===== src/hdl/joystick_polar_direction_assert.svh =====
// Assertion macros for the joystick polar direction block.
// Used by the top level only; expects clk and arst_n in scope.
`ifndef JOYSTICK_POLAR_DIRECTION_ASSERT_SVH
`define JOYSTICK_POLAR_DIRECTION_ASSERT_SVH

// Consequent must hold in the same cycle as the antecedent.
`define JPD_ASSERT_NOW(lbl, ante, cons, msg) \
lbl: assert property (@(posedge clk) disable iff (!arst_n) (ante) |-> (cons)) \
	else $error(msg);

// Consequent must hold in the cycle after the antecedent.
`define JPD_ASSERT_NEXT(lbl, ante, cons, msg) \
lbl: assert property (@(posedge clk) disable iff (!arst_n) (ante) |=> (cons)) \
	else $error(msg);

`endif


===== src/hdl/jpd_pkg.sv =====
// Shared types, constants and functions of the joystick polar direction block.
// No dependencies; all other files but the assert header use its scoped names.
package jpd_pkg;

	localparam int ADC_BITS_DEF      = 12;
	localparam int CORDIC_STAGES_DEF = 16;
	localparam int QUEUE_DEPTH       = 4;

	localparam int CFG_W    = 12;
	localparam int DZ_W     = 16;
	localparam int AXIS_W   = 13;
	localparam int AXIS_LIM = 2048;
	localparam int ROOT_W   = 16;
	localparam int RAD_W    = 32;
	localparam int REM_W    = 20;
	localparam int PROD_W   = 30;
	localparam int MAP_W    = 17;
	localparam int FRAC_SH  = 11;
	localparam int GUARD    = 8;
	localparam int CORD_W   = 28;
	localparam int ANG_W    = 28;
	localparam int ANGU_W   = 25;
	localparam int XMAG_W   = 27;
	localparam int XLO_W    = 14;
	localparam int GAIN_W   = 30;
	localparam int MAG_W    = 16;
	localparam int HEAD_W   = 16;
	localparam int DIR_W    = 3;
	localparam int ADDR_W   = 4;
	localparam int DATA_W   = 32;

	localparam logic [GAIN_W-1:0]        INV_GAIN   = 30'd652032874;
	localparam logic signed [ANG_W-1:0]  ANGLE_FULL = 28'sd23592960;
	localparam logic signed [ANG_W-1:0]  ANGLE_HALF = 28'sd11796480;
	localparam logic [MAG_W-1:0]         MAG_MAX    = 16'd32768;
	localparam logic [HEAD_W-1:0]        HEAD_MAX   = 16'd35999;
	localparam logic [HEAD_W-1:0]        SECTOR_NE  = 16'd4500;
	localparam logic [HEAD_W-1:0]        SECTOR_SE  = 16'd13500;
	localparam logic [HEAD_W-1:0]        SECTOR_SW  = 16'd22500;
	localparam logic [HEAD_W-1:0]        SECTOR_NW  = 16'd31500;

	localparam logic [CFG_W-1:0] CENTRE_RESET = 12'd2048;
	localparam logic [DZ_W-1:0]  DZ_RESET     = 16'd3277;

	typedef enum logic [1:0] {
		REG_CENTRE_H  = 2'd0,
		REG_CENTRE_V  = 2'd1,
		REG_DEAD_ZONE = 2'd2
	} reg_idx_t;

	typedef enum logic [DIR_W-1:0] {
		DIR_CENTRE = 3'd0,
		DIR_UP     = 3'd1,
		DIR_RIGHT  = 3'd2,
		DIR_DOWN   = 3'd3,
		DIR_LEFT   = 3'd4
	} dir_t;

	typedef struct packed {
		logic [CFG_W-1:0] centre_horizontal;
		logic [CFG_W-1:0] centre_vertical;
		logic [DZ_W-1:0]  dead_zone;
	} cfg_t;

	typedef struct packed {
		logic signed [AXIS_W-1:0] east;
		logic signed [AXIS_W-1:0] north;
	} axis_t;

	typedef struct packed {
		logic [REM_W-1:0]  rem;
		logic [ROOT_W-1:0] root;
		logic [RAD_W-1:0]  rad;
	} root_t;

	// One digit of a restoring square root: two radicand bits in, one root bit out.
	function automatic root_t root_step(input root_t cur);
		logic [REM_W-1:0] cand;
		logic [REM_W-1:0] test;
		root_t nxt;
		cand = {cur.rem[REM_W-3:0], cur.rad[RAD_W-1 -: 2]};
		test = {2'b00, cur.root, 2'b01};
		nxt.rad = {cur.rad[RAD_W-3:0], 2'b00};
		if (cand >= test) begin
			nxt.rem  = cand - test;
			nxt.root = {cur.root[ROOT_W-2:0], 1'b1};
		end else begin
			nxt.rem  = cand;
			nxt.root = {cur.root[ROOT_W-2:0], 1'b0};
		end
		return nxt;
	endfunction

	// atan(2^-i) in units of 1/65536 degree, rounded to nearest.
	function automatic logic [21:0] atan_q16(input int i);
		logic [21:0] a;
		case (i)
			0: a = 22'd2949120;
			1: a = 22'd1740967;
			2: a = 22'd919879;
			3: a = 22'd466945;
			4: a = 22'd234379;
			5: a = 22'd117304;
			6: a = 22'd58666;
			7: a = 22'd29335;
			8: a = 22'd14668;
			9: a = 22'd7334;
			10: a = 22'd3667;
			11: a = 22'd1833;
			12: a = 22'd917;
			13: a = 22'd458;
			14: a = 22'd229;
			15: a = 22'd115;
			16: a = 22'd57;
			17: a = 22'd29;
			18: a = 22'd14;
			19: a = 22'd7;
			20: a = 22'd4;
			21: a = 22'd2;
			22: a = 22'd1;
			default: a = 22'd0;
		endcase
		return a;
	endfunction

endpackage


===== src/hdl/jpd_circle_map.sv =====
// Square-to-circle mapping: pipelined square roots of 1 - v^2/2, then the
// scaling multiply with truncation toward zero. Depends on jpd_pkg.
module jpd_circle_map (
	input  logic                             clk,
	input  logic                             arst_n,
	input  logic                             adv,
	input  logic                             in_valid,
	input  jpd_pkg::axis_t                   in_item,
	output logic                             out_valid,
	output logic signed [jpd_pkg::MAP_W-1:0] east_mapped,
	output logic signed [jpd_pkg::MAP_W-1:0] north_mapped
);
	localparam int NS = jpd_pkg::ROOT_W;

	logic                                 vld_s  [NS+1];
	jpd_pkg::root_t                       re_s   [NS+1];
	jpd_pkg::root_t                       rn_s   [NS+1];
	jpd_pkg::axis_t                       ax_s   [NS+1];

	logic signed [2*jpd_pkg::AXIS_W-1:0] sq_e;
	logic signed [2*jpd_pkg::AXIS_W-1:0] sq_n;
	logic [23:0]                          t_e;
	logic [23:0]                          t_n;
	jpd_pkg::root_t                       re_0;
	jpd_pkg::root_t                       rn_0;

	logic                                 vld_m;
	logic signed [jpd_pkg::PROD_W-1:0]   pe_m;
	logic signed [jpd_pkg::PROD_W-1:0]   pn_m;
	logic                                 vld_o;
	logic signed [jpd_pkg::MAP_W-1:0]    east_o;
	logic signed [jpd_pkg::MAP_W-1:0]    north_o;

	function automatic logic signed [jpd_pkg::MAP_W-1:0] trunc_q11(
		input logic signed [jpd_pkg::PROD_W-1:0] p
	);
		logic signed [jpd_pkg::PROD_W-1:0] r;
		if (p < 0) begin
			r = (p + jpd_pkg::PROD_W'(2047)) >>> jpd_pkg::FRAC_SH;
		end else begin
			r = p >>> jpd_pkg::FRAC_SH;
		end
		return jpd_pkg::MAP_W'(r);
	endfunction

	// The east factor is taken from the north axis and vice versa.
	always_comb begin
		sq_n = in_item.north * in_item.north;
		sq_e = in_item.east * in_item.east;
		t_e  = 24'h800000 - 24'(sq_n);
		t_n  = 24'h800000 - 24'(sq_e);
		re_0.rem  = '0;
		re_0.root = '0;
		re_0.rad  = jpd_pkg::RAD_W'({t_e, 7'b0000000});
		rn_0.rem  = '0;
		rn_0.root = '0;
		rn_0.rad  = jpd_pkg::RAD_W'({t_n, 7'b0000000});
	end

	always_ff @(posedge clk or negedge arst_n) begin
		if (!arst_n) begin
			vld_s[0] <= 1'b0;
		end else if (adv) begin
			vld_s[0] <= in_valid;
		end
	end

	always_ff @(posedge clk) begin
		if (adv) begin
			re_s[0] <= re_0;
			rn_s[0] <= rn_0;
			ax_s[0] <= in_item;
		end
	end

	for (genvar k = 0; k < NS; k++) begin : g_root
		always_ff @(posedge clk or negedge arst_n) begin
			if (!arst_n) begin
				vld_s[k+1] <= 1'b0;
			end else if (adv) begin
				vld_s[k+1] <= vld_s[k];
			end
		end

		always_ff @(posedge clk) begin
			if (adv) begin
				re_s[k+1] <= jpd_pkg::root_step(re_s[k]);
				rn_s[k+1] <= jpd_pkg::root_step(rn_s[k]);
				ax_s[k+1] <= ax_s[k];
			end
		end
	end

	always_ff @(posedge clk or negedge arst_n) begin
		if (!arst_n) begin
			vld_m <= 1'b0;
			vld_o <= 1'b0;
		end else if (adv) begin
			vld_m <= vld_s[NS];
			vld_o <= vld_m;
		end
	end

	always_ff @(posedge clk) begin
		if (adv) begin
			pe_m    <= ax_s[NS].east * $signed({1'b0, re_s[NS].root});
			pn_m    <= ax_s[NS].north * $signed({1'b0, rn_s[NS].root});
			east_o  <= trunc_q11(pe_m);
			north_o <= trunc_q11(pn_m);
		end
	end

	assign out_valid    = vld_o;
	assign east_mapped  = east_o;
	assign north_mapped = north_o;
endmodule


===== config.mk =====
export PLATFORM = sky130hd
export DESIGN_NAME = jpd_circle_map
export DESIGN_NICKNAME = d
export VERILOG_FILES = /design/src/hdl/joystick_polar_direction_assert.svh /design/src/hdl/jpd_pkg.sv /design/src/hdl/jpd_circle_map.sv
export SDC_FILE = /design/constraint.sdc
export NUM_CORES = 2
export LEC_CHECK = 0
export BUFFER_PORTS_ARGS = -buffer_cell sky130_fd_sc_hd__buf_4
export CORE_MARGIN = 1
export CORE_UTILIZATION = 60
export CTS_CLUSTER_SIZE = 20
export DETAILED_ROUTE_END_ITERATION = 10
export HOLD_SLACK_MARGIN = 0.08
export PLACE_DENSITY = 0.82
export SYNTH_ARGS = -nofsm -noshare
export SYNTH_HDL_FRONTEND = slang
export SYNTH_SLANG_ARGS = --single-unit

===== constraint.sdc =====
create_clock -name clk -period 6.9 [get_ports clk]
set_clock_uncertainty 0.2 [all_clocks]
set_input_delay 1.38 -clock clk [delete_from_list [all_inputs] [get_ports clk]]
set_output_delay 1.38 -clock clk [all_outputs]
set_load 0.02 [all_outputs]

### After elaboration in Yosys (flattened, before gate mapping)

Memories as Yosys holds them, arrays and structs flattened.
Cells that the tools add are included.
Widths: inputs -> output; s select.

| storage, ports and cells | value |
|---|---|
| bits in registers | 113 |
| memory bits (writable) | 2686 |
| input bits | 30 |
| output and inout port bits | 35 |
| word-level logic and storage cells | 168 |
| memories kept | 3 |

Memories:

| memory | words | bits a word | rd ports | clocked after Yosys merged registers in | wr ports | line | RTL |
|---|---|---|---|---|---|---|---|
| re_s | 17 | 66 | 17 | 0 | 17 | jpd_circle_map.sv:16 | `jpd_pkg::root_t re_s [NS+1];` |
| rn_s | 17 | 66 | 17 | 0 | 17 | jpd_circle_map.sv:17 | `jpd_pkg::root_t rn_s [NS+1];` |
| ax_s | 17 | 26 | 17 | 0 | 17 | jpd_circle_map.sv:18 | `jpd_pkg::axis_t ax_s [NS+1];` |

| operators by class | value |
|---|---|
| $add $sub $neg | 36 |
| multiply operators | 4 |
| order comparisons | 34 |
| mux-type cells | 68 |

Operator list:

| cell | number |
|---|---|
| $mux 36 | 64 |
| $ge 20x18->1 | 32 |
| $sub 20x18->20 | 32 |
| $lt 30x1->1 const B | 2 |
| $mul 13x17->30 | 2 |
| $add 28x12->28 const B | 2 |
| $mul 13x13->24 | 2 |
| $sub 24x24->24 const A | 2 |
| $mux 17 | 2 |
| $mux 1 | 2 |

### Longest topological paths before layout

An unclocked memory read counts as a cell.

| logic depth | value |
|---|---|
| word-level depth | 4 |
| mapped depth | 25 |
| mapped depth without buffers | 23 |

### Worst setup path before layout

No wires, ideal clock.

| path | value |
|---|---|
| kind | in2reg |
| start | input port in_item[19] (netlist bit) |
| end | memory rn_s[0][28] (netlist bit) (data pin) |
| setup time | 267 ps |
| data arrival time | 7041 ps |
| required time | 6433 ps |
| path slack | -608 ps |
| cell stages on the path | 20 |
| path buffers | 1 |
| path through | clkbuf_1 > inv_1 > nor2_1 > fa_1 > fa_1 > inv_1 > fa_1 > fa_1 > fa_1 > inv_1 > fa_1 > inv_1 > ha_1 > or4_1 > o221ai_1 > nand3_1 > a41o_1 > or4_1 > a2111oi_2 > nor4bb_1 |

RTL lines:

| what | line | RTL |
|---|---|---|
| from (decl) | jpd_circle_map.sv:8 | `input jpd_pkg::axis_t in_item,` |
| to (decl) | jpd_circle_map.sv:17 |  |

==> impl_metrics.toml <==
[route]
dr.pass1.iters = 6
drc_errors = 0
ant_nets = 0
wire_per_inst_um = 16.3
post_drt_via_cell_ratio = 5.48
num_vias = 54200
wire_length_on_met3_um = 5970
wirelength_met1_um = 63700
route.top_layer_used = "met4"
met2_length_um = 85700
routed_wire_length_um = 161000
first_iter_violations = 3594

[sta]
worst_slew_margin_relative_to_its_limit_pct = 26.4
final-setup-viol-count = 0
final.period_utilization_pct = 97.2
setup_total_negative_slack_ns = 0
slew_violations = 0
post_layout_min_period_ns = 6.70
max_freq_mhz = 149
worst_hold_slack_ns = 0.199
finalHoldViolations = 0
tightestPinTransition_ns = 1.10

[setup_path]
worst-endpoint-required_ns = 7.27
endpoint_kind = "flip-flop"
r2r_start = "rn_s[0][1091]"
setup.worst_path.start = "rn_s[0][1091]"
crit_type = "reg -> reg"
arrival_ns = 7.08
critPathLaunchType = "flip-flop"
cp_max_fo = 8

[run]
timing.max_cap.violations = 0

[final_layout]
final_net_count = 8978
mostFrequentLayoutCell = "sky130_fd_sc_hd__edfxtp_1"
multi_input_area_um2 = 39700
stdcell_area_um2 = 102000
area.sequential_um2 = 47900
leading_cell_types_in_the_layout_fill_and_taps_excluded = "sky130_fd_sc_hd__edfxtp_1, sky130_fd_sc_hd__inv_1, sky130_fd_sc_hd__ha_1"
final_core_util_pct = 66.9
share_of_final_layout_standard_cells_stronger_than_drive_strength_1_pct = 8.29
layout.filler_cells = 10400
syn2layout_area_growth_pct = 10.3

[cts]
cts_root_buffer = "sky130_fd_sc_hd__clkbuf_16"
cts_tree = "built"
cts_hold_buffers = 0
insertion_delay_ns = 0.78
clock_pin_slew_on_the_worst_setup_and_hold_paths_ns = 0.06
cts_num_sinks = 1599
clock_tree.buffer_depth = 3
cts_max_level = 4
tritoncts.num_buffers = 160

[global_routing]
grt_pass1_wl_um = 268000
first_global_vias = 56600
grt_use_total_pct = 20.9
antenna_found_initial = 1
remaining_overflow_grt = 0
grt_max_degree = 179

[min_path]
hp-class = "reg -> reg"
worst_hold_startpoint = "rn_s[0][352]"

[synth]
avg_cell_area_syn_um2 = 12.5
post_synth_inst_count = 7399
synth-seq-area-share_pct = 51.9
synth.ff_latch_count = 1599
synth_cell_type_count = 87
synth_edf_count = 1580
yosysWarningCount = 0
synth_top_flop_cell = "sky130_fd_sc_hd__edfxtp_1"
synth.cell_area_um2 = 92300
asyncSetResetFlopFracSynth_pct = 1.19

[die]
die_height_um = 394
std_cell_rows = 143
total_die_area_um2 = 155000
num_io_pins = 65
initial_core_util_pct = 60.6
die_w_um = 394
fp.coreArea_um2 = 152000

[power]
power_leakage_nw = 42.8
irDropWorstVdd_v = 0.000636
post-layout-total-power_mw = 46.2
pwr_density_cell_nw_per_um2 = 453

[place]
place_area_um2 = 96600
port_buffers = 64
post-dp-hpwl_um = 118000
place_congestion = 0.912

[run_status]
run_status = "finished, final reports clean"
==> Yosys cell counts, types with 14 or more instances <==
master	number	area share [%]
sky130_fd_sc_hd__o31ai_1	31	0.25
sky130_fd_sc_hd__nor2b_1	93	0.63
sky130_fd_sc_hd__or4_1	24	0.20
sky130_fd_sc_hd__nand3_1	85	0.46
sky130_fd_sc_hd__dfrtp_1	19	0.52
sky130_fd_sc_hd__edfxtp_1	1580	51
sky130_fd_sc_hd__nand4_1	37	0.25
sky130_fd_sc_hd__ha_1	638	8.7
sky130_fd_sc_hd__a211oi_1	17	0.14
sky130_fd_sc_hd__fa_1	585	13
sky130_fd_sc_hd__inv_1	1117	4.5
sky130_fd_sc_hd__o211ai_1	14	0.11
sky130_fd_sc_hd__nor4_1	53	0.36
sky130_fd_sc_hd__nor3_1	134	0.73
sky130_fd_sc_hd__clkbuf_1	124	0.50
sky130_fd_sc_hd__o21bai_1	28	0.23
sky130_fd_sc_hd__o21ai_0	231	1.3
sky130_fd_sc_hd__a31oi_1	20	0.14
sky130_fd_sc_hd__buf_2	15	0.081
sky130_fd_sc_hd__mux2_2	55	0.67
sky130_fd_sc_hd__xor2_1	208	2.0
sky130_fd_sc_hd__and2_1	263	1.8
sky130_fd_sc_hd__nand2b_1	70	0.47
sky130_fd_sc_hd__a21oi_1	277	1.5
sky130_fd_sc_hd__a21boi_0	24	0.20
sky130_fd_sc_hd__nand2_1	578	2.4
sky130_fd_sc_hd__o41ai_1	15	0.14
sky130_fd_sc_hd__or3_1	45	0.31
sky130_fd_sc_hd__nor2_1	363	1.5
sky130_fd_sc_hd__o21a_1	75	0.61
sky130_fd_sc_hd__xnor2_1	307	2.9
sky130_fd_sc_hd__and3_1	24	0.16
sky130_fd_sc_hd__or2_2	25	0.17
sky130_fd_sc_hd__a21o_1	63	0.51
==> critical path, stage by stage (launching register included) <==
cell                       delay [ns]
sky130_fd_sc_hd__edfxtp_1        0.55
sky130_fd_sc_hd__and2_1          0.25
sky130_fd_sc_hd__fa_1            0.55
sky130_fd_sc_hd__inv_1           0.08
sky130_fd_sc_hd__fa_1            0.54
sky130_fd_sc_hd__inv_1           0.05
sky130_fd_sc_hd__fa_1            0.51
sky130_fd_sc_hd__fa_1            0.43
sky130_fd_sc_hd__fa_1            0.53
sky130_fd_sc_hd__fa_1            0.42
sky130_fd_sc_hd__ha_1            0.36
sky130_fd_sc_hd__nand3_1         0.14
sky130_fd_sc_hd__nor2_1          0.19
sky130_fd_sc_hd__o31ai_2         0.13
sky130_fd_sc_hd__a31oi_1         0.31
sky130_fd_sc_hd__a311o_1         0.28
sky130_fd_sc_hd__a31oi_1         0.10
sky130_fd_sc_hd__buf_4           0.17
sky130_fd_sc_hd__o311ai_1        0.28
sky130_fd_sc_hd__a21oi_1         0.14
sky130_fd_sc_hd__xnor2_2         0.29
==> path summary, 6_finish.rpt <==
check | depth (start not counted) | end | slack (ns)
setup / recovery | 20 | pn_m[29] | 0.20
hold / removal | 0 | rn_s[0][420] | 0.20
setup reg to reg | 20 | pn_m[29] | 0.20
hold reg to reg | 0 | rn_s[0][420] | 0.20
max in group asynchronous | 1 | vld_s[4] | 6.03
min in group asynchronous | 1 | vld_s[15] | 0.25
==> repair_timing <==
| action | 4_1_cts | 5_1_grt |
|---|---|---|
| endpoints found under the setup margin | 1 | 4 |
| buffers inserted | 0 | 12 |
| cloned | 0 | 0 |
| gates resized for setup | 1 | 3 |
==> kinds of logic (layout without fill, tap and decap cells) <==
| group | count (synthesis) | after routing | share of synthesized area (%) |
|---|---|---|---|
| AND/OR/NAND/NOR | 1864 | 1864 | 10.0 |
| AO/OA/AOI/OAI | 869 | 869 | 5.85 |
| adder cells (fa/ha/maj) | 1223 | 1223 | 21.3 |
| other | 1 | 3 | 0.00406 |
| XOR/XNOR | 515 | 515 | 4.89 |
| buffers and inverters | 1264 | 1721 | 5.18 |
| flip-flops | 1599 | 1599 | 51.9 |
| multiplexers | 64 | 64 | 0.780 |
==> final cells by class <==
type                            count  share of cell area, %
Clock buffer                      190                   4.11
Sequential cell                  1599                   47.1
Inverter                         1120                   4.13
Timing Repair Buffer              307                   2.35
Clock inverter                    104                  0.869
Tap cell                         2030                   2.50
Antenna cell                        1                0.00246
Multi-Input combinational cell   4537                   39.0
==> state kept, by name (all words and copies together) (netlist names) <==
name          flops
re_s            531
ax_s            425
rn_s            532
out_valid         1
east_mapped      17
vld_m             1
north_mapped     17
vld_s            17
pe_m             29
pn_m             29
==> report_power, final <==
group	switching (mW)	total, mW	internal [mW]
sequential	0.783	14.3	13.6
combinational	12.4	23.4	11.0
clock	3.64	8.40	4.76
total	16.8	46.2	29.4
==> routing by layer <==
layer  GRT usage (%)  vias to the layer above
met5               0                        -
li1                -                    25900
met3            2.77                      380
met2            39.0                     1272
met4            8.23                        0
met1            24.2                    26600
==> per-stage QoR <==
step	setup slack [ns]	instances
3_3_place_gp	-0.445	9581
4_1_cts	0.0397	9875
5_1_grt	-0.00447	9887
6_report	0.195	9888
2_1_floorplan	-0.234	7400
3_5_place_dp	-0.522	9581
(Power assumes the default switching activity.)
