## src/hdl/joystick_polar_direction_assert.svh

```systemverilog
// Assertion macros for the joystick polar direction block.
// Used by the top level only; expects clk and arst_n in scope.
`ifndef JOYSTICK_POLAR_DIRECTION_ASSERT_SVH
`define JOYSTICK_POLAR_DIRECTION_ASSERT_SVH

// Consequent must hold in the same cycle as the antecedent.
`define JPD_ASSERT_NOW(lbl, ante, cons, msg) \
lbl: assert property (@(posedge clk) disable iff (!arst_n) (ante) |-> (cons)) \
	else $error(msg);

// Consequent must hold in the cycle after the antecedent.
`define JPD_ASSERT_NEXT(lbl, ante, cons, msg) \
lbl: assert property (@(posedge clk) disable iff (!arst_n) (ante) |=> (cons)) \
	else $error(msg);

`endif

```

## src/hdl/jpd_pkg.sv

```systemverilog
// Shared types, constants and functions of the joystick polar direction block.
// No dependencies; all other files but the assert header use its scoped names.
package jpd_pkg;

	localparam int ADC_BITS_DEF      = 12;
	localparam int CORDIC_STAGES_DEF = 16;
	localparam int QUEUE_DEPTH       = 4;

	localparam int CFG_W    = 12;
	localparam int DZ_W     = 16;
	localparam int AXIS_W   = 13;
	localparam int AXIS_LIM = 2048;
	localparam int ROOT_W   = 16;
	localparam int RAD_W    = 32;
	localparam int REM_W    = 20;
	localparam int PROD_W   = 30;
	localparam int MAP_W    = 17;
	localparam int FRAC_SH  = 11;
	localparam int GUARD    = 8;
	localparam int CORD_W   = 28;
	localparam int ANG_W    = 28;
	localparam int ANGU_W   = 25;
	localparam int XMAG_W   = 27;
	localparam int XLO_W    = 14;
	localparam int GAIN_W   = 30;
	localparam int MAG_W    = 16;
	localparam int HEAD_W   = 16;
	localparam int DIR_W    = 3;
	localparam int ADDR_W   = 4;
	localparam int DATA_W   = 32;

	localparam logic [GAIN_W-1:0]        INV_GAIN   = 30'd652032874;
	localparam logic signed [ANG_W-1:0]  ANGLE_FULL = 28'sd23592960;
	localparam logic signed [ANG_W-1:0]  ANGLE_HALF = 28'sd11796480;
	localparam logic [MAG_W-1:0]         MAG_MAX    = 16'd32768;
	localparam logic [HEAD_W-1:0]        HEAD_MAX   = 16'd35999;
	localparam logic [HEAD_W-1:0]        SECTOR_NE  = 16'd4500;
	localparam logic [HEAD_W-1:0]        SECTOR_SE  = 16'd13500;
	localparam logic [HEAD_W-1:0]        SECTOR_SW  = 16'd22500;
	localparam logic [HEAD_W-1:0]        SECTOR_NW  = 16'd31500;

	localparam logic [CFG_W-1:0] CENTRE_RESET = 12'd2048;
	localparam logic [DZ_W-1:0]  DZ_RESET     = 16'd3277;

	typedef enum logic [1:0] {
		REG_CENTRE_H  = 2'd0,
		REG_CENTRE_V  = 2'd1,
		REG_DEAD_ZONE = 2'd2
	} reg_idx_t;

	typedef enum logic [DIR_W-1:0] {
		DIR_CENTRE = 3'd0,
		DIR_UP     = 3'd1,
		DIR_RIGHT  = 3'd2,
		DIR_DOWN   = 3'd3,
		DIR_LEFT   = 3'd4
	} dir_t;

	typedef struct packed {
		logic [CFG_W-1:0] centre_horizontal;
		logic [CFG_W-1:0] centre_vertical;
		logic [DZ_W-1:0]  dead_zone;
	} cfg_t;

	typedef struct packed {
		logic signed [AXIS_W-1:0] east;
		logic signed [AXIS_W-1:0] north;
	} axis_t;

	typedef struct packed {
		logic [REM_W-1:0]  rem;
		logic [ROOT_W-1:0] root;
		logic [RAD_W-1:0]  rad;
	} root_t;

	// One digit of a restoring square root: two radicand bits in, one root bit out.
	function automatic root_t root_step(input root_t cur);
		logic [REM_W-1:0] cand;
		logic [REM_W-1:0] test;
		root_t nxt;
		cand = {cur.rem[REM_W-3:0], cur.rad[RAD_W-1 -: 2]};
		test = {2'b00, cur.root, 2'b01};
		nxt.rad = {cur.rad[RAD_W-3:0], 2'b00};
		if (cand >= test) begin
			nxt.rem  = cand - test;
			nxt.root = {cur.root[ROOT_W-2:0], 1'b1};
		end else begin
			nxt.rem  = cand;
			nxt.root = {cur.root[ROOT_W-2:0], 1'b0};
		end
		return nxt;
	endfunction

	// atan(2^-i) in units of 1/65536 degree, rounded to nearest.
	function automatic logic [21:0] atan_q16(input int i);
		logic [21:0] a;
		case (i)
			0: a = 22'd2949120;
			1: a = 22'd1740967;
			2: a = 22'd919879;
			3: a = 22'd466945;
			4: a = 22'd234379;
			5: a = 22'd117304;
			6: a = 22'd58666;
			7: a = 22'd29335;
			8: a = 22'd14668;
			9: a = 22'd7334;
			10: a = 22'd3667;
			11: a = 22'd1833;
			12: a = 22'd917;
			13: a = 22'd458;
			14: a = 22'd229;
			15: a = 22'd115;
			16: a = 22'd57;
			17: a = 22'd29;
			18: a = 22'd14;
			19: a = 22'd7;
			20: a = 22'd4;
			21: a = 22'd2;
			22: a = 22'd1;
			default: a = 22'd0;
		endcase
		return a;
	endfunction

endpackage

```

## src/hdl/jpd_sample_if.sv

```systemverilog
// Input channel: one pair of raw joystick ADC readings per transaction.
// Width follows the ADC resolution given at instantiation.
interface jpd_sample_if #(parameter int ADC_BITS = jpd_pkg::ADC_BITS_DEF);
	logic                valid;
	logic                ready;
	logic [ADC_BITS-1:0] horizontal_sample;
	logic [ADC_BITS-1:0] vertical_sample;

	modport source (output valid, output horizontal_sample, output vertical_sample,
		input ready);
	modport sink (input valid, input horizontal_sample, input vertical_sample,
		output ready);
endinterface

```

## src/hdl/jpd_front.sv

```systemverilog
// Front end: accepts sample pairs, removes the calibrated centre, scales to
// Q1.11 and saturates. Depends on jpd_pkg and jpd_sample_if.
module jpd_front #(
	parameter int ADC_BITS = jpd_pkg::ADC_BITS_DEF
) (
	input  logic              clk,
	input  logic              arst_n,
	jpd_sample_if.sink        sample_in,
	input  jpd_pkg::cfg_t     cfg,
	output logic              item_valid,
	output jpd_pkg::axis_t    item,
	input  logic              item_ready
);
	localparam int DW = ((ADC_BITS > 12) ? ADC_BITS : 12) + 2;
	localparam int UP = (ADC_BITS < 12) ? (12 - ADC_BITS) : 0;
	localparam int DN = (ADC_BITS > 12) ? (ADC_BITS - 12) : 0;
	localparam logic signed [DW-1:0] LIM_P = DW'(jpd_pkg::AXIS_LIM);
	localparam logic signed [DW-1:0] LIM_N = -LIM_P;

	function automatic logic signed [jpd_pkg::AXIS_W-1:0] to_axis(
		input logic [ADC_BITS-1:0] smp,
		input logic [ADC_BITS-1:0] ctr
	);
		logic signed [DW-1:0] d;
		logic signed [DW-1:0] q;
		d = $signed(DW'(smp)) - $signed(DW'(ctr));
		// Wide converters drop low bits with truncation toward zero.
		if (d < 0) begin
			q = -((-d) >>> DN);
		end else begin
			q = d >>> DN;
		end
		q = q <<< UP;
		if (q > LIM_P) begin
			q = LIM_P;
		end else if (q < LIM_N) begin
			q = LIM_N;
		end
		return jpd_pkg::AXIS_W'(q);
	endfunction

	logic [ADC_BITS-1:0] ctr_h;
	logic [ADC_BITS-1:0] ctr_v;
	jpd_pkg::axis_t      nxt;
	logic                accept;
	logic                valid_s1;
	jpd_pkg::axis_t      item_s1;

	assign ctr_h = ADC_BITS'(cfg.centre_horizontal);
	assign ctr_v = ADC_BITS'(cfg.centre_vertical);

	always_comb begin
		nxt.east  = -to_axis(sample_in.horizontal_sample, ctr_h);
		nxt.north = to_axis(sample_in.vertical_sample, ctr_v);
	end

	assign sample_in.ready = !valid_s1 || item_ready;
	assign accept          = sample_in.valid && sample_in.ready;

	always_ff @(posedge clk or negedge arst_n) begin
		if (!arst_n) begin
			valid_s1 <= 1'b0;
		end else if (accept) begin
			valid_s1 <= 1'b1;
		end else if (item_ready) begin
			valid_s1 <= 1'b0;
		end
	end

	always_ff @(posedge clk) begin
		if (accept) begin
			item_s1 <= nxt;
		end
	end

	assign item_valid = valid_s1;
	assign item       = item_s1;
endmodule

```

## src/flat_wrapper.sv

```systemverilog
// flat-port wrapper written by rule: the top's interface ports become plain ports
module jpd_front_flat 
#(
	parameter int ADC_BITS = jpd_pkg::ADC_BITS_DEF
)
  (clk, arst_n, cfg, item_valid, item, item_ready, sample_in_valid, sample_in_horizontal_sample, sample_in_vertical_sample, sample_in_ready);
  jpd_sample_if #(.ADC_BITS(ADC_BITS)) sample_in_i ();
  input  logic clk;
  input  logic arst_n;
  input  jpd_pkg::cfg_t cfg;
  output logic item_valid;
  output jpd_pkg::axis_t item;
  input  logic item_ready;
  input wire logic [$bits(sample_in_i.valid)-1:0] sample_in_valid;
  input wire logic [$bits(sample_in_i.horizontal_sample)-1:0] sample_in_horizontal_sample;
  input wire logic [$bits(sample_in_i.vertical_sample)-1:0] sample_in_vertical_sample;
  output wire logic [$bits(sample_in_i.ready)-1:0] sample_in_ready;
  assign sample_in_i.valid = sample_in_valid;
  assign sample_in_i.horizontal_sample = sample_in_horizontal_sample;
  assign sample_in_i.vertical_sample = sample_in_vertical_sample;
  assign sample_in_ready = sample_in_i.ready;
  jpd_front #(.ADC_BITS(ADC_BITS)) u_core (.clk(clk), .arst_n(arst_n), .sample_in(sample_in_i), .cfg(cfg), .item_valid(item_valid), .item(item), .item_ready(item_ready));
endmodule
```

## config.mk

```make
export PLATFORM = sky130hd
export DESIGN_NAME = jpd_front_flat
export DESIGN_NICKNAME = d
export VERILOG_FILES = /design/src/hdl/joystick_polar_direction_assert.svh /design/src/hdl/jpd_pkg.sv /design/src/hdl/jpd_sample_if.sv /design/src/hdl/jpd_front.sv /design/src/flat_wrapper.sv
export SDC_FILE = /design/constraint.sdc
export NUM_CORES = 1
export LEC_CHECK = 0
export ABC_AREA = 1
export ABC_CLOCK_PERIOD_IN_PS = 4000
export BUFFER_PORTS_ARGS = -buffer_cell sky130_fd_sc_hd__buf_2
export CAP_MARGIN = 5
export CELL_PAD_IN_SITES_DETAIL_PLACEMENT = 1
export CELL_PAD_IN_SITES_GLOBAL_PLACEMENT = 1
export CORE_ASPECT_RATIO = 0.6
export CORE_UTILIZATION = 38
export CTS_CLUSTER_DIAMETER = 30
export DETAILED_ROUTE_END_ITERATION = 6
export PLACE_DENSITY_LB_ADDON = 0.1
export SLEW_MARGIN = 5
export SYNTH_ARGS = -nofsm -noshare
export SYNTH_HDL_FRONTEND = slang
export SYNTH_SLANG_ARGS = --single-unit
```

## constraint.sdc

```tcl
create_clock -name clk -period 4 [get_ports clk]
set_input_delay 0.8 -clock clk [delete_from_list [all_inputs] [get_ports clk]]
set_output_delay 0.8 -clock clk [all_outputs]
set_load 0.01 [all_outputs]
```

# == Word-level counts from Yosys, hierarchy flattened ==
# Cells that the tools add are included.
# word_totals
regBits,27
inputBits,68
out_inout_bits,28
word_cells,29
# classes
n_addsub,7
magnitude_cmp,6
mux,7
reduce_logical,5
# ops
cell,count
$mux W13,3
$gt A14 B13 Y1 const B,2
$lt A14 B12 Y1 const B,2
$mux W14,2
$neg A13 Y14,2
$neg A14 Y14,2
$lt A13 B1 Y1 const B,2
$sub A12 B12 Y13,2
$neg A13 Y13,1
$mux W1,2
$reduce_bool A2 Y1,1
$reduce_or A2 Y1,1
$logic_and A1 B1 Y1,1
$logic_not A1 Y1,1
$logic_or A1 B1 Y1,1

# == Longest topological paths before layout ==
# Gate-level depths: netlist (run 1).
# depth
depth_word,8
ltp_mapped,21

# == Least setup slack after synthesis (run 1) ==
# Ideal clock, no wire load.
# synth_timing
path_kind,input port to flip-flop
from,input sample_in_horizontal_sample[0]
to,"register u_core.item_s1, in the netlist u_core.item[21], data pin"
setup_time_ps,260
t_arrival_ps,3024
required_time_ps,3740
slack_ps,717
cell_stages,21
cell_sequence,inv_1 ha_1 fa_1 inv_2 nand2_1 nand2_1 nand3_1 nand2_1 nand2_1 nand2_1 nand2_1 nand2_1 nand3_1 nand2_2 inv_2 nor3_1 inv_1 ha_1 nand2_1 nor2_2 xor2_1
# synth_rtl
element,line_no,source
from (decl),flat_wrapper.sv:15,input wire logic [$bits(sample_in_i.horizontal_sample)-1:0] sample_in_horizontal_sample;
to (signal assigned),jpd_front.sv:72,item_s1 <= nxt;
to (decl),jpd_front.sv:47,jpd_pkg::axis_t item_s1;

==> results.txt, run 1 <==
Drt total wl = 8.03 mm
Drt via density = 4.85
Post-Route Utilization = 0.494
Largest net degree at the start of global routing = 25
Cell accounting for the most synthesized area = edfxtp_1
Cell types with the largest area share after synthesis = edfxtp_1 (28%), nand2_1 (15%), ha_1 (11%)
Leakage = 1.92 nW
Switching part of the total = 0.390
Hold Vio Cnt, Final = 0
Number of clock buffers inserted by TritonCTS = 3
CTS-repair resized insts = 0
Critical path capture point type = flip-flop
Smallest setup slack after layout = 442 ps
Die Span Y = 68.7 um
Total negative setup slack = 0 ps
Dpl cells = 579
Most common cell type on the critical path = nand2_1
Number of buffer and inverter stages on the critical path = 5
Setup repair after global routing missed its margin = false
Category of the worst setup path launch point = primary input
Fraction of post-synthesis cell area in the top cell type by area = 0.277
TritonCTS clock tree = done
Max Slew Vio Count = 0
Arrival time worst endpoint = 3560 ps
Period minus WS final = 3560 ps
Global-route wire length before repair = 13.2 mm
Largest driver fanout on the critical path = 5
Via count of the first global-routing pass = 2732
Transition time of the tightest slew-check pin = 428 ps
CTS H-Tree Depth = 1
Top-level port count = 96
Count of input and output buffers = 79
N_diodes = 0
Status = finished clean
Number of nets produced by synthesis = 506
Global-route congestion overflow total = 0
Floorplan die area = 7770 um2
Initial antenna violation count = 0
Max-slew headroom at the worst pin = 0.713
PD cells = 342 nW/um2
Sequential power share = 0.328
Sequential fraction of the synthesis area = 0.286
Synth Register Bits = 27
Largest vdd supply drop = 0.191 mV
Post-route clock period utilization = 0.890
Master of the slowest instance on the critical path = fa_1
Total clock sinks = 27
Number of inserted filler cells in the final layout = 931
Clock transition time at the flip-flop clock pins of the worst setup and hold paths = 70 ps
Total via count in the routed design = 2829
Final net count = 592
Final HPWL from detailed placement = 6.88 mm
CTS Root Cell = clkbuf_16
Internal cell power = 0.712 mW
Clock buffer depth = 2
Number of design-rule violations left by the first detailed-router iteration = 139
Antenna violation net count after detailed routing = 0
GRT Total Usage = 0.221
Cell area after synthesis = 2820 um2
Hold_ws = 296 ps
Final worst clock skew = 6.46 ps
DRC violation count after routing = 0
Die width = 113 um
Area of the core = 6910 um2
Non-filler instance count after layout = 583
Worst endpoint required time = 4000 ps
Synth warn = 0
Clock network fraction of total power = 0.196
Worst Setup Slack post-DPL = 228 ps
Routability cong. = 0.825
Routed WL per cell = 13.8 um
CP cell instances = buf_2 > inv_1 > ha_1 > fa_1 > inv_2 > nand2_1 > nand2_1 > nand3_1 > nand2_1 > nand2_1 > nand2_1 > nand2_1 > nand2_1 > nand3_1 > nand2_2 > inv_2 > nor3_1 > inv_1 > ha_1 > nand2_1 > nor2_2 > xor2_1
Detailed-router iteration count before antenna repair = 4
Final setup violation count = 0
Post-CTS repair timing setup buffer count = 0
Maximum single-stage delay on the critical path = 430 ps
Psw = 0.455 mW
Cells after synthesis = 411
Peak clock frequency supported by timing = 281 MHz
Library cells used by synthesis = 31
Share of power burned in combinational logic = 0.476
Fraction of layout instances using a drive strength above 1 = 0.248
Path type of the worst setup path = in2reg
Area growth from synthesis to layout = 21.2%
Clock latency on the worst-skew pair = 260 ps
Type of the worst min-delay path = in2async
Avg Cell Area, Syn = 6.85 um2
Hold buffers post-CTS = 0
Floorplan row count = 23
Max capacitance violation total = 0
Crit-path leading delay family = simple AND/OR/NAND/NOR gates
Starting Density = 0.408
==> Yosys cell counts <==
cell      number
nand2_1      116
inv_1         81
nor2_1        37
edfxtp_1      26
ha_1          25
nand3_1       25
a21oi_1       15
inv_2         10
nand2_2        9
xnor2_1        8
xor2_1         8
nand4_1        7
o21ai_0        6
nor2_2         5
nand3_2        3
nand3b_1       3
nor2_4         3
o21ai_1        3
o21ai_2        3
o21bai_1       3
a21o_1         2
buf_6          2
fa_1           2
nor3_1         2
a211oi_1       1
a31oi_1        1
and2_4         1
buf_2          1
dfrtp_1        1
o21a_1         1
or2_2          1
==> power groups by stage <==
stage	clock network, mW	logic, mW	registers [mW]
6_report	0.229	0.555	0.383
5_1_grt	0.242	0.630	0.387
4_1_cts	0.234	0.558	0.383
3_3_place_gp	0	0.530	0.388
2_1_floorplan	0	0.361	0.409
3_5_place_dp	0	0.553	0.388
==> registers in the layout, indices dropped and copies added, names as in the netlist <==
signal	count
u_core.item	26
u_core.item_valid	1
==> kinds of logic (layout without fill, tap and decap cells) <==
kind of cell	Yosys count	in the layout	share of synthesized area
flops	27	27	0.286
xor+xnor	16	16	0.0498
fa+ha+maj	27	27	0.125
simple gates	212	212	0.335
compound gates	35	35	0.0729
buf+inv	94	179	0.131
==> final cells by class <==
class	count	area (um2)	share of cell area
sequential	27	806	0.236
timing repair buffer	84	433	0.127
tap	87	109	0.0319
clock buffer	4	78.8	0.0231
multi-input combinational	290	1640	0.482
inverter	91	342	0.100
==> path summary, 6_finish.rpt <==
| path | startpoint | endpoint | slack (ps) | depth (start not counted) |
|---|---|---|---|---|
| setup reg to reg | u_core.item_valid | u_core.item[24] | 2680 | 2 |
| min in group clk | u_core.item_valid | u_core.item_valid | 560 | 2 |
| setup / recovery | sample_in_horizontal_sample[0] | u_core.item[21] | 440 | 22 |
| hold reg to reg | u_core.item_valid | u_core.item_valid | 560 | 2 |
| hold / removal | arst_n | u_core.item_valid | 300 | 1 |
| max in group asynchronous | arst_n | u_core.item_valid | 3620 | 1 |
==> through the flow <==
step | area, um2 | power [mW]
2_1_floorplan | 2820 | 0.770
3_3_place_gp | 3330 | 0.918
3_5_place_dp | 3330 | 0.941
4_1_cts | 3410 | 1.18
5_1_grt | 3410 | 1.26
6_report | 3410 | 1.17
==> placed cells by master (no fill, tap or decap) <==
master and instances:
o21a_1 1, nand3b_1 3, or2_2 1, nand2_2 9, buf_2 79, a31oi_1 1
nand2_1 116, clkbuf_16 3, edfxtp_1 26, clkbuf_1 1, nor2_1 37, xnor2_1 8
nor2_2 5, o21ai_2 3, xor2_1 8, o21ai_0 6, a211oi_1 1, nand3_1 25
nor3_1 2, o21bai_1 3, a21oi_2 1, o21ai_1 3, inv_1 81, inv_2 10
and2_4 1, a21oi_1 14, nand3_2 3, nor2_4 3, dfrtp_1 1, ha_1 25
buf_4 5, nand4_1 7, a21o_1 2, fa_1 2
==> layer usage <==
layer  vias up  global-route usage  wire, um
met5         -                   0         0
met4         0              0.0230        25
met3         4              0.0376       489
met2        78               0.323      3100
met1      1293               0.343      4410
li1       1454                   -         -
(Power assumes the default switching activity.)
==> run 2: changes to the inputs <==
- ABC_CLOCK_PERIOD_IN_PS: 4000 -> 4400
- CORE_UTILIZATION: 38 -> 35
- clock period: 4 -> 4.4 ns (I/O delays scaled with it)
==> results.txt, run 2 (same netlist as run 1, synthesis figures left out) <==
Status = finished clean
Max reg flops = 26
CTS H-Tree Depth = 1
Detailed-router iteration count before antenna repair = 4
Path type of the worst setup path = in2reg
PD cells = 309 nW/um2
N_diodes = 0
Max-slew headroom at the worst pin = 0.329
Count of input and output buffers = 79
Final setup violation count = 0
Commonest non-fill, non-tap cells in the layout = nand2_1 (116), inv_1 (81), buf_2 (79), nor2_1 (37), edfxtp_1 (26)
Worst endpoint required time = 4410 ps
Type of the worst min-delay path = in2async
Critical path capture point type = flip-flop
Drt total wl = 7.89 mm
Total negative setup slack = 0 ps
Post-CTS repair timing setup buffer count = 0
Post-route clock period utilization = 0.867
Reg2reg start = u_core.item_valid
Top-level port count = 96
Largest net degree at the start of global routing = 27
Hold Vio Cnt, Final = 0
Peak clock frequency supported by timing = 262 MHz
GRT Total Usage = 0.198
Antenna violation net count after detailed routing = 0
Arrival time worst endpoint = 3830 ps
Clock latency on the worst-skew pair = 270 ps
Switching part of the total = 0.391
DRC violation count after routing = 0
Register-to-register path setup slack = 3190 ps
Area growth from synthesis to layout = 21.2%
Category of the worst setup path launch point = primary input
Global-route wire length before repair = 13.2 mm
End of the worst register-to-register path = u_core.item[25]
Area of the core = 7510 um2
Starting Density = 0.375
Final HPWL from detailed placement = 6.83 mm
Psw = 0.412 mW
Setup repair after global routing missed its margin = false
Via count of the first global-routing pass = 2736
Most common cell after layout, fill and taps aside = nand2_1
Sequential power share = 0.330
Final net count = 589
Placement Cell Area = 3330 um2
Number of inserted filler cells in the final layout = 1035
Max capacitance violation total = 0
Max Slew Vio Count = 0
Die width = 118 um
Die Span Y = 71.5 um
Floorplan die area = 8420 um2
Largest driver fanout on the critical path = 12
Total via count in the routed design = 2760
CTS Root Cell = clkbuf_16
Worst Setup Slack post-DPL = 304 ps
Clock buffer depth = 2
Hold_ws = 373 ps
Final worst clock skew = 4.14 ps
Largest vdd supply drop = 0.134 mV
Final design area excluding fillers = 3410 um2
Routed WL per cell = 13.2 um
Fraction of layout instances using a drive strength above 1 = 0.243
Smallest setup slack after layout = 586 ps
Global-route congestion overflow total = 0
CTS-repair resized insts = 0
Leakage = 1.91 nW
Clock network fraction of total power = 0.200
Post-Route Utilization = 0.454
Hold buffers post-CTS = 0
Number of clock buffers inserted by TritonCTS = 3
Initial antenna violation count = 0
Dpl cells = 593
Number of design-rule violations left by the first detailed-router iteration = 128
TritonCTS clock tree = done
Clock transition time at the flip-flop clock pins of the worst setup and hold paths = 70 ps
Count of cells along the worst register-to-register path = 2
Design Power = 1.05 mW
Routability cong. = 0.764
Total clock sinks = 27
Transition time of the tightest slew-check pin = 1000 ps
Internal cell power = 0.643 mW
Drt via density = 4.62
Period minus WS final = 3810 ps
Non-filler instance count after layout = 597
Share of power burned in combinational logic = 0.470
Floorplan row count = 24
[run 2: changes by cell type in the layout (fill, tap and decap cells not counted)]
cell / change
buf_4: -3
[run 2: routing by layer]
metal | track usage | vias up | share of wire
met5 | 0 | - | 0
met4 | 0.00427 | 0 | 0
met3 | 0.0430 | 0 | 0.048
met2 | 0.276 | 60 | 0.36
met1 | 0.319 | 1249 | 0.59
li1 | - | 1451 | -
[run 2: worst max path at each step]
stage          slack, ps                      startpoint               to  depth (start not counted)
2_1_floorplan       1040  sample_in_horizontal_sample[0]  u_core.item[21]                         21
3_3_place_gp         460  sample_in_horizontal_sample[0]  u_core.item[21]                         22
3_5_place_dp         300  sample_in_horizontal_sample[0]  u_core.item[21]                         22
4_1_cts              610  sample_in_horizontal_sample[0]  u_core.item[21]                         22
5_1_grt              260  sample_in_horizontal_sample[0]  u_core.item[21]                         22
6_report             590  sample_in_horizontal_sample[0]  u_core.item[21]                         22
[run 2: worst max-delay path: stages]
cell     delay, ps
buf_2           70
inv_1           30
ha_1           210
fa_1           420
inv_2           80
nand2_1         40
nand2_1        130
nand3_1        120
nand2_1        110
nand2_1         60
nand2_1         90
nand2_1         50
nor2_1         110
nand3_1        100
nand2_2        220
inv_2          130
nor3_1         240
inv_1           80
ha_1           290
nand2_1        150
nor2_2          70
xor2_1         140
[run 2: power by group through the flow]
| stage | clock network (mW) | logic [mW] | registers [mW] |
|---|---|---|---|
| after floorplan | 0 | 0.328 | 0.372 |
| after global placement | 0 | 0.478 | 0.353 |
| after detailed placement | 0 | 0.494 | 0.354 |
| after CTS | 0.216 | 0.498 | 0.349 |
| after global routing | 0.222 | 0.558 | 0.352 |
| final | 0.211 | 0.496 | 0.348 |
[run 2: cell type report]
class / instances / area, um2 / share of cell area
well taps: 104 / 130 / 0.0382
flip-flops and latches: 27 / 806 / 0.236
multi-input cells: 290 / 1640 / 0.482
repair buffers: 81 / 410 / 0.120
clock buffers: 4 / 78.8 / 0.0231
inverters: 91 / 342 / 0.100
==> run 3: changes to the inputs <==
- CORE_MARGIN: default -> 5
==> results.txt, run 3 (same netlist as run 1, synthesis figures left out) <==
Count of input and output buffers = 79
Type of the worst min-delay path = in2async
End of the worst register-to-register path = u_core.item[15]
Via count of the first global-routing pass = 2756
PD cells = 308 nW/um2
Register-to-register path setup slack = 3170 ps
Antenna violation net count after detailed routing = 0
Clock latency on the worst-skew pair = 270 ps
Routability cong. = 0.791
Global-route wire length before repair = 13.4 mm
Max-slew headroom at the worst pin = 0.400
Arrival time worst endpoint = 3750 ps
Final net count = 589
Top-level port count = 96
Floorplan die area = 10000 um2
Clock buffer depth = 2
Detailed-router iteration count before antenna repair = 4
Post-route clock period utilization = 0.847
Clock transition time at the flip-flop clock pins of the worst setup and hold paths = 70 ps
Fraction of layout instances using a drive strength above 1 = 0.245
Starting Density = 0.359
Max reg flops = 26
Max capacitance violation total = 0
Area growth from synthesis to layout = 21.4%
Count of cells along the worst register-to-register path = 2
Maximum single-stage delay on the critical path = 420 ps
Post-CTS repair timing setup buffer count = 0
DRC violation count after routing = 0
Global-route congestion overflow total = 0
Final worst clock skew = 2.00 ps
Master of the slowest instance on the critical path = fa_1
CTS H-Tree Depth = 1
Period minus WS final = 3730 ps
Largest vdd supply drop = 0.143 mV
Most common cell after layout, fill and taps aside = nand2_1
Status = finished clean
Smallest setup slack after layout = 672 ps
Hold buffers post-CTS = 0
Final setup violation count = 0
CTS Root Cell = clkbuf_16
Most common cell type on the critical path = nand2_1
Floorplan row count = 25
Commonest non-fill, non-tap cells in the layout = nand2_1 (116), inv_1 (81), buf_2 (79), nor2_1 (37), edfxtp_1 (26)
Crit-path leading delay family = simple AND/OR/NAND/NOR gates
Category of the worst setup path launch point = primary input
Total clock sinks = 27
Leakage = 1.91 nW
Initial antenna violation count = 0
Worst endpoint required time = 4420 ps
Area of the core = 7850 um2
Critical path capture point type = flip-flop
Transition time of the tightest slew-check pin = 893 ps
Largest net degree at the start of global routing = 27
Final HPWL from detailed placement = 7.02 mm
Peak clock frequency supported by timing = 268 MHz
Die Span Y = 79.5 um
Max Slew Vio Count = 0
Largest driver fanout on the critical path = 12
Number of buffer and inverter stages on the critical path = 5
Total negative setup slack = 0 ps
Path type of the worst setup path = in2reg
CTS-repair resized insts = 0
Routed WL per cell = 13.4 um
TritonCTS clock tree = done
Worst Setup Slack post-DPL = 396 ps
Total via count in the routed design = 2764
CP cell instances = buf_2 > inv_1 > ha_1 > fa_1 > inv_2 > nand2_1 > nand2_1 > nand3_1 > nand2_1 > nand2_1 > nand2_1 > nand2_1 > nor2_1 > nand3_1 > nand2_2 > inv_2 > nor3_1 > inv_1 > ha_1 > nand2_1 > nor2_2 > xor2_1
Drt via density = 4.60
Hold Vio Cnt, Final = 0
Number of clock buffers inserted by TritonCTS = 3
Number of design-rule violations left by the first detailed-router iteration = 94
Setup repair after global routing missed its margin = false
GRT Total Usage = 0.165
Die width = 126 um
Drt total wl = 8.07 mm
Reg2reg start = u_core.item_valid
N_diodes = 0
## run 3: area by class of cell
class,count,area [um2]
fillers,1051,4430
repair buffers,81,410
clock buffers,3,75.1
inverters,91,342
flip-flops and latches,27,806
well taps,108,135
clock inverters,1,5.00
multi-input cells,290,1640
## run 3: worst max path at each step
stage,cells after the start,from,slack (ps),endpoint
after floorplan,21,sample_in_horizontal_sample[0],1040,u_core.item[21]
after global placement,22,sample_in_horizontal_sample[0],450,u_core.item[21]
after detailed placement,22,sample_in_horizontal_sample[0],400,u_core.item[21]
after CTS,22,sample_in_horizontal_sample[0],670,u_core.item[21]
after global routing,22,sample_in_horizontal_sample[0],360,u_core.item[21]
final,22,sample_in_horizontal_sample[0],670,u_core.item[21]
## run 3: power breakdown
| part | internal (mW) | switching [mW] |
|---|---|---|
| sequential | 0.338 | 0.0104 |
| combinational | 0.180 | 0.309 |
| clock | 0.123 | 0.0924 |
## run 3: through the flow
step / instances / util / power, mW / cell area (um2) / hold WS [ps]
detailed placement: 597 / 0.425 / 0.845 / 3340 / 530
floorplan: 411 / - / 0.700 / 2820 / 584
global placement: 597 / 0.425 / 0.832 / 3340 / 518
CTS: 601 / 0.435 / 1.06 / 3420 / 368
global route: 601 / 0.435 / 1.14 / 3420 / 364
finish: 601 / 0.435 / 1.05 / 3420 / 370
## run 3: per-layer routing
| layer | GRT usage | routed length, um |
|---|---|---|
| met3 | 0.0414 | 514 |
| met5 | 0 | 0 |
| met1 | 0.264 | 4600 |
| met4 | 0.00642 | 0 |
| met2 | 0.228 | 2960 |
